===== src/hw/rtl/rhsv_pkg.sv =====
`default_nettype none

package rhsv_pkg;

    // Channel width and number of hue and saturation fraction bits.
    localparam int CHAN_W = 8;
    localparam int FRAC_W = 8;

    // Both quotients lie on 0..2^FRAC_W, so they need FRAC_W+1 bits, one per divider step.
    localparam int DIV_STEPS = FRAC_W + 1;

    // Result field widths.
    localparam int HUE_W = 11;
    localparam int SAT_W = 9;

    // Sector codes: which channel is the minimum.
    localparam logic [1:0] SEC_RED   = 2'd0;
    localparam logic [1:0] SEC_GREEN = 2'd1;
    localparam logic [1:0] SEC_BLUE  = 2'd2;

    // Per-pixel data that rides along beside the dividers.
    typedef struct packed {
        logic [1:0]        sector;
        logic              neg;
        logic              undef;
        logic [CHAN_W-1:0] hi;
    } t_side;

endpackage

`default_nettype wire


===== src/hw/rtl/rgb_to_hsv_converter.sv =====
`default_nettype none

// RGB to HSV converter. One pixel request enters per clock unless stalled, and its
// result leaves in order (CHANNEL+FRACTION set to 8: one front stage that finds the
// minimum, the maximum and the sector, nine divider stages that each settle one
// quotient bit for both hue and saturation, and one output stage that applies the
// sector base and the sign). Sustained throughput is one pixel per clock while the
// output is not stalled. Hue runs on 0..1536 (0..6 with 8 fraction bits), saturation
// on 0..256 (256 is 1.0) and brightness is the largest channel. When all three
// channels are equal the hue undefined flag is set and hue and saturation read as
// zero. Each stage holds its request while the stage after it is full and stalled,
// so bubbles squeeze out and a stall at the output loses and repeats nothing.
module rgb_to_hsv_converter (
    input  wire logic                         i_clk,
    input  wire logic                         i_rst_n,
    input  wire logic                         i_valid,
    output logic                              o_stall,
    input  wire logic [rhsv_pkg::CHAN_W-1:0]  i_red,
    input  wire logic [rhsv_pkg::CHAN_W-1:0]  i_green,
    input  wire logic [rhsv_pkg::CHAN_W-1:0]  i_blue,
    output logic                              o_valid,
    input  wire logic                         i_stall,
    output logic      [rhsv_pkg::HUE_W-1:0]   o_hue,
    output logic      [rhsv_pkg::SAT_W-1:0]   o_saturation,
    output logic      [rhsv_pkg::CHAN_W-1:0]  o_brightness,
    output logic                              o_hue_undefined
);
    import rhsv_pkg::*;

    // Stage 0 is the front register, stages 1..DIV_STEPS are the divider steps
    // and the last stage is the output register.
    localparam int NUM_STAGES = DIV_STEPS + 2;
    localparam int LAST       = NUM_STAGES - 1;

    logic [NUM_STAGES-1:0] r_vld;
    logic [NUM_STAGES-1:0] w_rdy;

    // A stage may load when it is empty or when its own request moves on.
    always_comb begin
        w_rdy[LAST] = !r_vld[LAST] || !i_stall;
        for (int k = LAST - 1; k >= 0; k--) begin
            w_rdy[k] = !r_vld[k] || w_rdy[k+1];
        end
    end

    always_ff @(posedge i_clk) begin
        if (!i_rst_n) begin
            r_vld <= '0;
        end else begin
            if (w_rdy[0]) begin
                r_vld[0] <= i_valid;
            end
            for (int k = 1; k < NUM_STAGES; k++) begin
                if (w_rdy[k]) begin
                    r_vld[k] <= r_vld[k-1];
                end
            end
        end
    end

    assign o_stall = !w_rdy[0];
    assign o_valid = r_vld[LAST];

    // Front stage: minimum, maximum, sector choice and the magnitude of the difference.
    logic [CHAN_W-1:0] n_lo;
    logic [CHAN_W-1:0] n_hi;
    logic [CHAN_W-1:0] n_pos;
    logic [CHAN_W-1:0] n_negv;
    logic [CHAN_W-1:0] n_fabs;
    logic [CHAN_W-1:0] n_span;
    t_side             n_side;

    always_comb begin
        n_lo = (i_red < i_green) ? i_red : i_green;
        n_lo = (n_lo < i_blue) ? n_lo : i_blue;
        n_hi = (i_red > i_green) ? i_red : i_green;
        n_hi = (n_hi > i_blue) ? n_hi : i_blue;

        // Ties for the minimum go to red first, then green.
        if (i_red == n_lo) begin
            n_side.sector = SEC_RED;
            n_pos         = i_green;
            n_negv        = i_blue;
        end else if (i_green == n_lo) begin
            n_side.sector = SEC_GREEN;
            n_pos         = i_blue;
            n_negv        = i_red;
        end else begin
            n_side.sector = SEC_BLUE;
            n_pos         = i_red;
            n_negv        = i_green;
        end

        // The quotient is taken on the magnitude; the sign is applied at the end.
        n_side.neg   = (n_pos < n_negv);
        n_fabs       = n_side.neg ? (n_negv - n_pos) : (n_pos - n_negv);
        n_span       = n_hi - n_lo;
        n_side.undef = (n_hi == n_lo);
        n_side.hi    = n_hi;
    end

    logic [CHAN_W-1:0] r_fabs;
    logic [CHAN_W-1:0] r_span;
    t_side             r_side [DIV_STEPS+1];

    always_ff @(posedge i_clk) begin
        if (w_rdy[0]) begin
            r_fabs    <= n_fabs;
            r_span    <= n_span;
            r_side[0] <= n_side;
        end
        for (int k = 1; k <= DIV_STEPS; k++) begin
            if (w_rdy[k]) begin
                r_side[k] <= r_side[k-1];
            end
        end
    end

    // Hue divides |f| by the span, saturation divides the span by the maximum. When
    // all channels are equal the divisor may be zero; those quotients are discarded.
    logic [DIV_STEPS-1:0] w_hue_quo;
    logic [DIV_STEPS-1:0] w_sat_quo;

    rhsv_div u_hue_div (
        .i_clk (i_clk),
        .i_en  (w_rdy[DIV_STEPS:1]),
        .i_num (r_fabs),
        .i_den (r_span),
        .o_quo (w_hue_quo)
    );

    rhsv_div u_sat_div (
        .i_clk (i_clk),
        .i_en  (w_rdy[DIV_STEPS:1]),
        .i_num (r_span),
        .i_den (r_side[0].hi),
        .o_quo (w_sat_quo)
    );

    // Output stage: sector base times one, minus or plus the quotient.
    logic [HUE_W-1:0] n_base;
    logic [HUE_W-1:0] n_mag;
    logic [HUE_W-1:0] n_hue;
    logic [SAT_W-1:0] n_sat;
    t_side            w_tail;

    assign w_tail = r_side[DIV_STEPS];

    always_comb begin
        unique case (w_tail.sector)
            SEC_RED:   n_base = HUE_W'(3) << FRAC_W;
            SEC_GREEN: n_base = HUE_W'(5) << FRAC_W;
            SEC_BLUE:  n_base = HUE_W'(1) << FRAC_W;
            default:   n_base = '0;
        endcase
        n_mag = HUE_W'(w_hue_quo);
        if (w_tail.undef) begin
            n_hue = '0;
            n_sat = '0;
        end else begin
            n_hue = w_tail.neg ? (n_base + n_mag) : (n_base - n_mag);
            n_sat = SAT_W'(w_sat_quo);
        end
    end

    logic [HUE_W-1:0]  r_hue;
    logic [SAT_W-1:0]  r_sat;
    logic [CHAN_W-1:0] r_bri;
    logic              r_und;

    always_ff @(posedge i_clk) begin
        if (w_rdy[LAST]) begin
            r_hue <= n_hue;
            r_sat <= n_sat;
            r_bri <= w_tail.hi;
            r_und <= w_tail.undef;
        end
    end

    assign o_hue           = r_hue;
    assign o_saturation    = r_sat;
    assign o_brightness    = r_bri;
    assign o_hue_undefined = r_und;

endmodule

`default_nettype wire


===== src/hw/rtl/rhsv_div.sv =====
`default_nettype none

module rhsv_div (
    input  wire logic                            i_clk,
    input  wire logic [rhsv_pkg::DIV_STEPS-1:0]  i_en,
    input  wire logic [rhsv_pkg::CHAN_W-1:0]     i_num,
    input  wire logic [rhsv_pkg::CHAN_W-1:0]     i_den,
    output logic      [rhsv_pkg::DIV_STEPS-1:0]  o_quo
);
    import rhsv_pkg::*;

    // Pipelined restoring divider for floor(num * 2^FRAC_W / den) with num <= den.
    // Each step settles one quotient bit, most significant first.
    logic [CHAN_W-1:0]    r_rem [DIV_STEPS];
    logic [CHAN_W-1:0]    r_den [DIV_STEPS];
    logic [DIV_STEPS-1:0] r_quo [DIV_STEPS];

    logic [CHAN_W-1:0]    n_rem [DIV_STEPS];
    logic [CHAN_W-1:0]    n_den [DIV_STEPS];
    logic [DIV_STEPS-1:0] n_quo [DIV_STEPS];

    always_comb begin
        logic [CHAN_W:0]      trial;
        logic [CHAN_W:0]      den_x;
        logic [DIV_STEPS-1:0] quo_in;
        logic                 ge;
        for (int j = 0; j < DIV_STEPS; j++) begin
            if (j == 0) begin
                // The top bit is set only when num equals den.
                trial    = {1'b0, i_num};
                den_x    = {1'b0, i_den};
                quo_in   = '0;
                n_den[j] = i_den;
            end else begin
                trial    = {r_rem[j-1], 1'b0};
                den_x    = {1'b0, r_den[j-1]};
                quo_in   = r_quo[j-1];
                n_den[j] = r_den[j-1];
            end
            ge       = (trial >= den_x);
            n_rem[j] = ge ? CHAN_W'(trial - den_x) : CHAN_W'(trial);
            n_quo[j] = {quo_in[DIV_STEPS-2:0], ge};
        end
    end

    always_ff @(posedge i_clk) begin
        for (int j = 0; j < DIV_STEPS; j++) begin
            if (i_en[j]) begin
                r_rem[j] <= n_rem[j];
                r_den[j] <= n_den[j];
                r_quo[j] <= n_quo[j];
            end
        end
    end

    assign o_quo = r_quo[DIV_STEPS-1];

endmodule

`default_nettype wire


===== config.mk =====
export PLATFORM = sky130hd
export DESIGN_NAME = rgb_to_hsv_converter
export DESIGN_NICKNAME = d
export VERILOG_FILES = /design/src/hw/rtl/rhsv_pkg.sv /design/src/hw/rtl/rgb_to_hsv_converter.sv /design/src/hw/rtl/rhsv_div.sv
export SDC_FILE = /design/constraint.sdc
export NUM_CORES = 1
export LEC_CHECK = 0
export BUFFER_PORTS_ARGS = -buffer_cell sky130_fd_sc_hd__buf_2
export CORE_AREA = 2 2 233 235
export DETAILED_ROUTE_END_ITERATION = 8
export DIE_AREA = 0 0 235 237
export PLACE_DENSITY = 0.6
export SYNTH_ARGS = -nofsm -noshare
export SYNTH_HDL_FRONTEND = slang
export SYNTH_SLANG_ARGS = --single-unit
export TNS_END_PERCENT = 1

===== constraint.sdc =====
create_clock -name i_clk -period 8.8 [get_ports i_clk]
set_clock_uncertainty 0.15 [all_clocks]
set_input_delay 0.44 -clock i_clk [delete_from_list [all_inputs] [get_ports i_clk]]
set_output_delay 0.44 -clock i_clk [all_outputs]
set_load 0.03 [all_outputs]

==> results of run 1 <==
[final timing paths]
check | from | endpoint | slack [ps] | cells past startpoint
min | i_rst_n | r_vld[1] | 70 | 2
max reg2reg | u_sat_div.r_den[0][41] | u_sat_div.r_rem[0][50] | 5270 | 12
max | i_green[4] | r_fabs[5] | 960 | 34
min reg2reg | u_sat_div.r_quo[4][2] | u_sat_div.r_quo[5][3] | 260 | 0
[metal layers]
layer	global-route usage (%)	vias up	share of wire, %
met5	0	-	0
met4	6.44	0	3.7
met3	2.74	98	3.6
met2	30.6	244	53
met1	17.0	6970	39
li1	-	7366	-
[report_power, final]
part           switching, uW  internal [uW]
clock                    805           1150
combinational           2380           1800
sequential               444           3750
[registers in the layout, indices dropped and copies added (netlist names)]
name             flops
r_side              64
u_hue_div.r_rem     64
u_sat_div.r_quo     45
o_hue               11
r_span               8
r_fabs               8
u_sat_div.r_den     56
u_sat_div.r_rem     64
o_hue_undefined      1
r_vld               11
o_brightness         8
u_hue_div.r_den     64
o_saturation         9
u_hue_div.r_quo     45
[through the flow]
step           setup slack [ps]  area [um^2]  cells
2_1_floorplan              1470        23600   2007
3_3_place_gp                563        24800   2749
3_5_place_dp                525        24800   2749
4_1_cts                    1120        26400   2839
5_1_grt                     300        26400   2839
6_report                    958        26400   2839
[area by class of cell]
cell class / instances / area share, %
Clock buffer: 54 / 4.64
Timing Repair Buffer: 83 / 1.88
Tap cell: 696 / 3.30
Clock inverter: 34 / 1.24
Multi-Input combinational cell: 1236 / 33.3
Sequential cell: 458 / 51.7
Inverter: 278 / 3.95
[kinds of logic after synthesis]
logic type	Yosys count	share of synthesized area (%)
AOI/OAI and AO/OA	487	12.7
DFF	458	57.8
and+or+nand+nor	442	9.01
buffers and inverters	313	5.01
adders and majority gates	208	11.7
xor gates and xnor gates	76	2.82
muxes	23	1.03
[timing repair]
item | CTS | global route
gates resized for setup | 0 | 0
setup buffers | 0 | 0
hold buffers | 2 | 0
endpoints found under the hold margin | 2 | 0
[placed cells by master, fill, tap and decap left out, types with 5 or more instances in the layout]
cell type     n
clkinv_2     11
mux2_2       11
clkbuf_1      6
nor2b_1      61
nor3_1       12
nand3_1      28
buf_2        58
or4_1        14
o31ai_1      28
o21ai_0     202
bufinv_16     5
ha_1        188
and3_1       13
nand2_1     158
clkinv_1     11
o21a_1       24
buf_4        22
o22ai_1       5
inv_1       276
o21bai_1     13
clkinvlp_4    5
xor2_1       39
nor4_1        5
xnor2_1      37
nand4_1      21
mux2i_1      12
a21oi_1     101
clkbuf_16    48
nor2_1       93
o211a_1      14
dfxtp_1      11
a21boi_0     20
fa_1         20
a21o_1       36
or3_1         6
nand2b_1     17
edfxtp_1    447
==> flow_summary.toml, run 1 <==
[global_route]
grt_first_pass_wirelength_um = 72200
grt_pass1_vias = 15000
overflow = 0
grt_max_degree = 52
grt_use_total_pct = 15.9
antenna_found_initial = 0

[synth]
synthCells = 2007
synth_edf_count = 447
synth.distinct_cells = 68
synth_top_area_share_pct = 56.9
synth_top_area_cell = "edfxtp_1"
yosysMostFrequentCell = "edfxtp_1"
ys_ff_latch = 458
syn_area_per_cell_um2 = 11.8
yosys_warnings = 0
netlist_area_um2 = 23600
synth_ff_type = "edfxtp_1"
synth_async_sr_flop_share_pct = 0
synth_commonest_cells = "edfxtp_1, inv_1, o21ai_0, ha_1, nand2_1"
syn-num-nets = 2243
synthTopCellsByArea = "edfxtp_1, ha_1, inv_1"
ys_seq_area_share_pct = 57.8

[routing]
routedWlPerCell_um = 15.3
first_iter_violations = 557
dr_total_vias = 14700
drc = 0
ant_nets = 0
wl_um = 43500
vias_per_cell = 5.17
dr.pass1.iters = 5

[sta]
max_freq_mhz = 128
hold_viol = 0
slew_viol_final = 0
period_needed_ps = 7840
relSlewSlack_pct = 23.7
tns_ps = 0
max_slew.worst_pin.slew_ps = 1140
period_share_pct = 89.1
whs_ps = 65.9
setup_violations = 0
rsz0062_at_grt = "false"

[floorplan]
die_y_um = 237
die_x_um = 235
num_rows = 85
core_region_area_um2 = 53300
io_pins = 59
start_util_pct = 44.3
die-area_um2 = 55700

[critical_path]
critPathMaxStageDelay_ps = 480
cp_max_fo = 25
worstPathRequired_ps = 9010
cp_top_family = "compound AO/OA/AOI/OAI gates"
crit_path_top_delay_cell = "mux2i_1"
start_kind = "input pin"
arrival_ps = 8050
cp-end-kind = "flop"
path_common_cell = "a21oi_1"
critical_path_class = "in2reg"
crit_buf_inv = 5

[finish]
n_antenna_cell = 0
areaGrowthSynthToFinish_pct = 11.8
regArea_um2 = 13600
multiInputGateArea_um2 = 8780
n_fill_cell = 4692
drive_above_1_share_pct = 8.73
fin_util_pct = 49.5
nets = 2340

[power_and_ir_drop]
peakVddDrop_mv = 0.165
power_uw = 10300
powerDensity_nw_per_um2 = 391
leakage_uw = 0.0112

[clocking]
htree_levels = 2
cts_num_sinks = 458
numCtsBuffers = 47
cts-root-buf = "clkbuf_16"
clockBufferDepth = 3
cts_tree = "yes"
clkTransAtPathRegs_ps = 60
clk_latency_ps = 570

[place]
dp_hpwl_um = 33300
io_buffers = 58
globalplace.congestion = 0.863

[job]
drv_cap = 0

[outcome]
status = "complete, no violations"

[worst_hold_path]
hp-class = "in2reg"
Note: power is estimated with default switching activity, not from simulation.
==> run 2: changes to the inputs <==
- CORE_AREA: 2 2 233 235 -> 2 2 247 249
- DIE_AREA: 0 0 235 237 -> 0 0 249 251
- PLACE_DENSITY: 0.6 -> 0.64
- SYNTH_HIERARCHICAL: not set -> 1
==> flow_summary.toml, run 2 <==
[outcome]
status = "complete, no violations"

[worst_hold_path]
whs_path_depth = 2
hp-class = "in2reg"
whs_endpoint = "r_vld[6]"
hp-start = "i_rst_n"

[floorplan]
start_util_pct = 44.8
die_y_um = 251
io_pins = 59
num_rows = 90
die-area_um2 = 62500
die_x_um = 249
core_region_area_um2 = 59800

[clocking]
cts_num_sinks = 522
cts_setup_buffers = 0
htree_levels = 2
numCtsBuffers = 51
cts_resized = 0
clockBufferDepth = 3
clk_latency_ps = 580
clkTransAtPathRegs_ps = 60
cts-root-buf = "clkbuf_16"
cts_tree = "yes"

[synth]
synth_edf_count = 511
synth.distinct_cells = 82
syn_area_per_cell_um2 = 12.6
synth_top_area_share_pct = 57.3
ys_seq_area_share_pct = 58.2
synthCells = 2129
synth_commonest_cells = "edfxtp_1, inv_1, ha_1, nor2_1, a21oi_1"
yosysMostFrequentCell = "edfxtp_1"
synth_async_sr_flop_share_pct = 0
synth_top_area_cell = "edfxtp_1"
synth_ff_type = "edfxtp_1"
yosys_warnings = 6
synthTopCellsByArea = "edfxtp_1, ha_1, inv_1"
ys_ff_latch = 522
syn-num-nets = 2365
netlist_area_um2 = 26800

[finish]
multiInputGateArea_um2 = 10100
n_antenna_cell = 0
drive_above_1_share_pct = 11.9
top_register = "r_side"
nets = 2456
layout_commonest_cell = "edfxtp_1"
stdcell_count = 3042
n_fill_cell = 5121
mostFrequentLayoutCells = "edfxtp_1, inv_1, ha_1, nor2_1, a21oi_1"
largest_register_ffs = 120
areaGrowthSynthToFinish_pct = 11.3
regArea_um2 = 15600

[sta]
hold_viol = 0
max_freq_mhz = 126
slew_viol_final = 0
whs_ps = 78.6
relSlewSlack_pct = 24.0
tns_ps = 0
period_share_pct = 90.5
rsz0062_at_grt = "false"
period_needed_ps = 7960
setup_violations = 0
max_slew.worst_pin.slew_ps = 1140

[critical_path]
cp-end-kind = "flop"
r2r_slack_ps = 5820
timing.rr.start = "r_span[0]"
r2r_cells = 8
start_kind = "input pin"
rr_endpoint = "u_sat_div/r_rem[0][5]"
worstPathRequired_ps = 8950
crit_buf_inv = 5
crit_path_top_delay_cell = "nor2_1"
cp_top_family = "compound AO/OA/AOI/OAI gates"
arrival_ps = 8120
path_common_cell = "a21oi_1"
critical_path_class = "in2reg"
critPathMaxStageDelay_ps = 630
cp_max_fo = 18

[place]
placed_cells = 2947
io_buffers = 58
dp_hpwl_um = 37400
globalplace.congestion = 0.907

[routing]
dr_total_vias = 16400
ant_nets = 0
first_iter_violations = 830
routedWlPerCell_um = 16.5
dr.pass1.iters = 7
drc = 0
wl_um = 50100
vias_per_cell = 5.39

[global_route]
grt_use_total_pct = 16.2
grt_max_degree = 61
overflow = 0
grt_first_pass_wirelength_um = 83200
antenna_found_initial = 3
grt_pass1_vias = 16800

[job]
drv_cap = 0

[power_and_ir_drop]
leakage_uw = 0.0122
powerDensity_nw_per_um2 = 420
power_uw = 12500
peakVddDrop_mv = 0.195
==> run 2: changes by cell type after synthesis, moves of 24 or more <==
cell / change
nand2_1: -83
edfxtp_1: +64
mux2_2: +65
o21ai_0: -128
inv_1: -35
o21a_1: +24
nor2_1: +48
a21oi_1: +36
==> run 2: area by class of cell <==
class	instances	share of cell area [%]
tap	782	3.29
inverter	242	3.05
sequential	522	52.3
clock inverter	32	1.37
clock buffer	61	4.59
multi-input combinational	1329	34.1
timing repair buffer	74	1.39
==> run 2: logic make-up after synthesis <==
logic type | Yosys count | synth area share (%)
adders and majority gates | 208 | 10.3
xor gates and xnor gates | 70 | 2.29
muxes | 103 | 4.21
and+or+nand+nor | 468 | 8.85
buffers and inverters | 278 | 4.00
AOI/OAI and AO/OA | 480 | 12.2
DFF | 522 | 58.2
==> run 2: power by group <==
group / leakage [uW] / internal (uW) / switching [uW]
sequential: 0.00543 / 4200 / 494
clock: 0.000876 / 1400 / 885
combinational: 0.00587 / 2570 / 2970
total: 0.0122 / 8170 / 4350
==> run 2: what timing repair did <==
item / CTS / global route
hold buffers: 2 / 0
hold endpoints to repair: 2 / 0
endpoints found under the setup margin: 0 / 0
==> run 2: through the flow <==
step / setup slack (ps) / cell area, um^2 / utilization [%]
2_1_floorplan: 1290 / 26800 / -
6_report: 836 / 29800 / 49.8
4_1_cts: 991 / 29800 / 49.8
3_5_place_dp: 404 / 28000 / 46.8
3_3_place_gp: 512 / 28000 / 46.8
5_1_grt: 92.6 / 29800 / 49.8
==> run 2: worst max path at each step <==
| stage | from | endpoint | slack (ps) | cells after the start |
|---|---|---|---|---|
| finish | i_green[1] | r_fabs[5] | 840 | 33 |
| CTS | i_green[1] | r_fabs[5] | 990 | 33 |
| floorplan | i_green[4] | r_fabs[6] | 1290 | 34 |
| detailed placement | i_green[1] | r_fabs[5] | 400 | 33 |
| global placement | i_green[5] | r_fabs[7] | 510 | 33 |
| global route | i_green[1] | r_fabs[6] | 90 | 33 |
==> run 2: layer usage <==
metal  up-vias  wire [um]  global-route usage, %
met1      7838      21100                   19.1
met3       122       2030                   2.71
li1       8064          -                      -
met2       376      25200                   29.5
met4         6       1700                   6.46
met5         -         34                      0
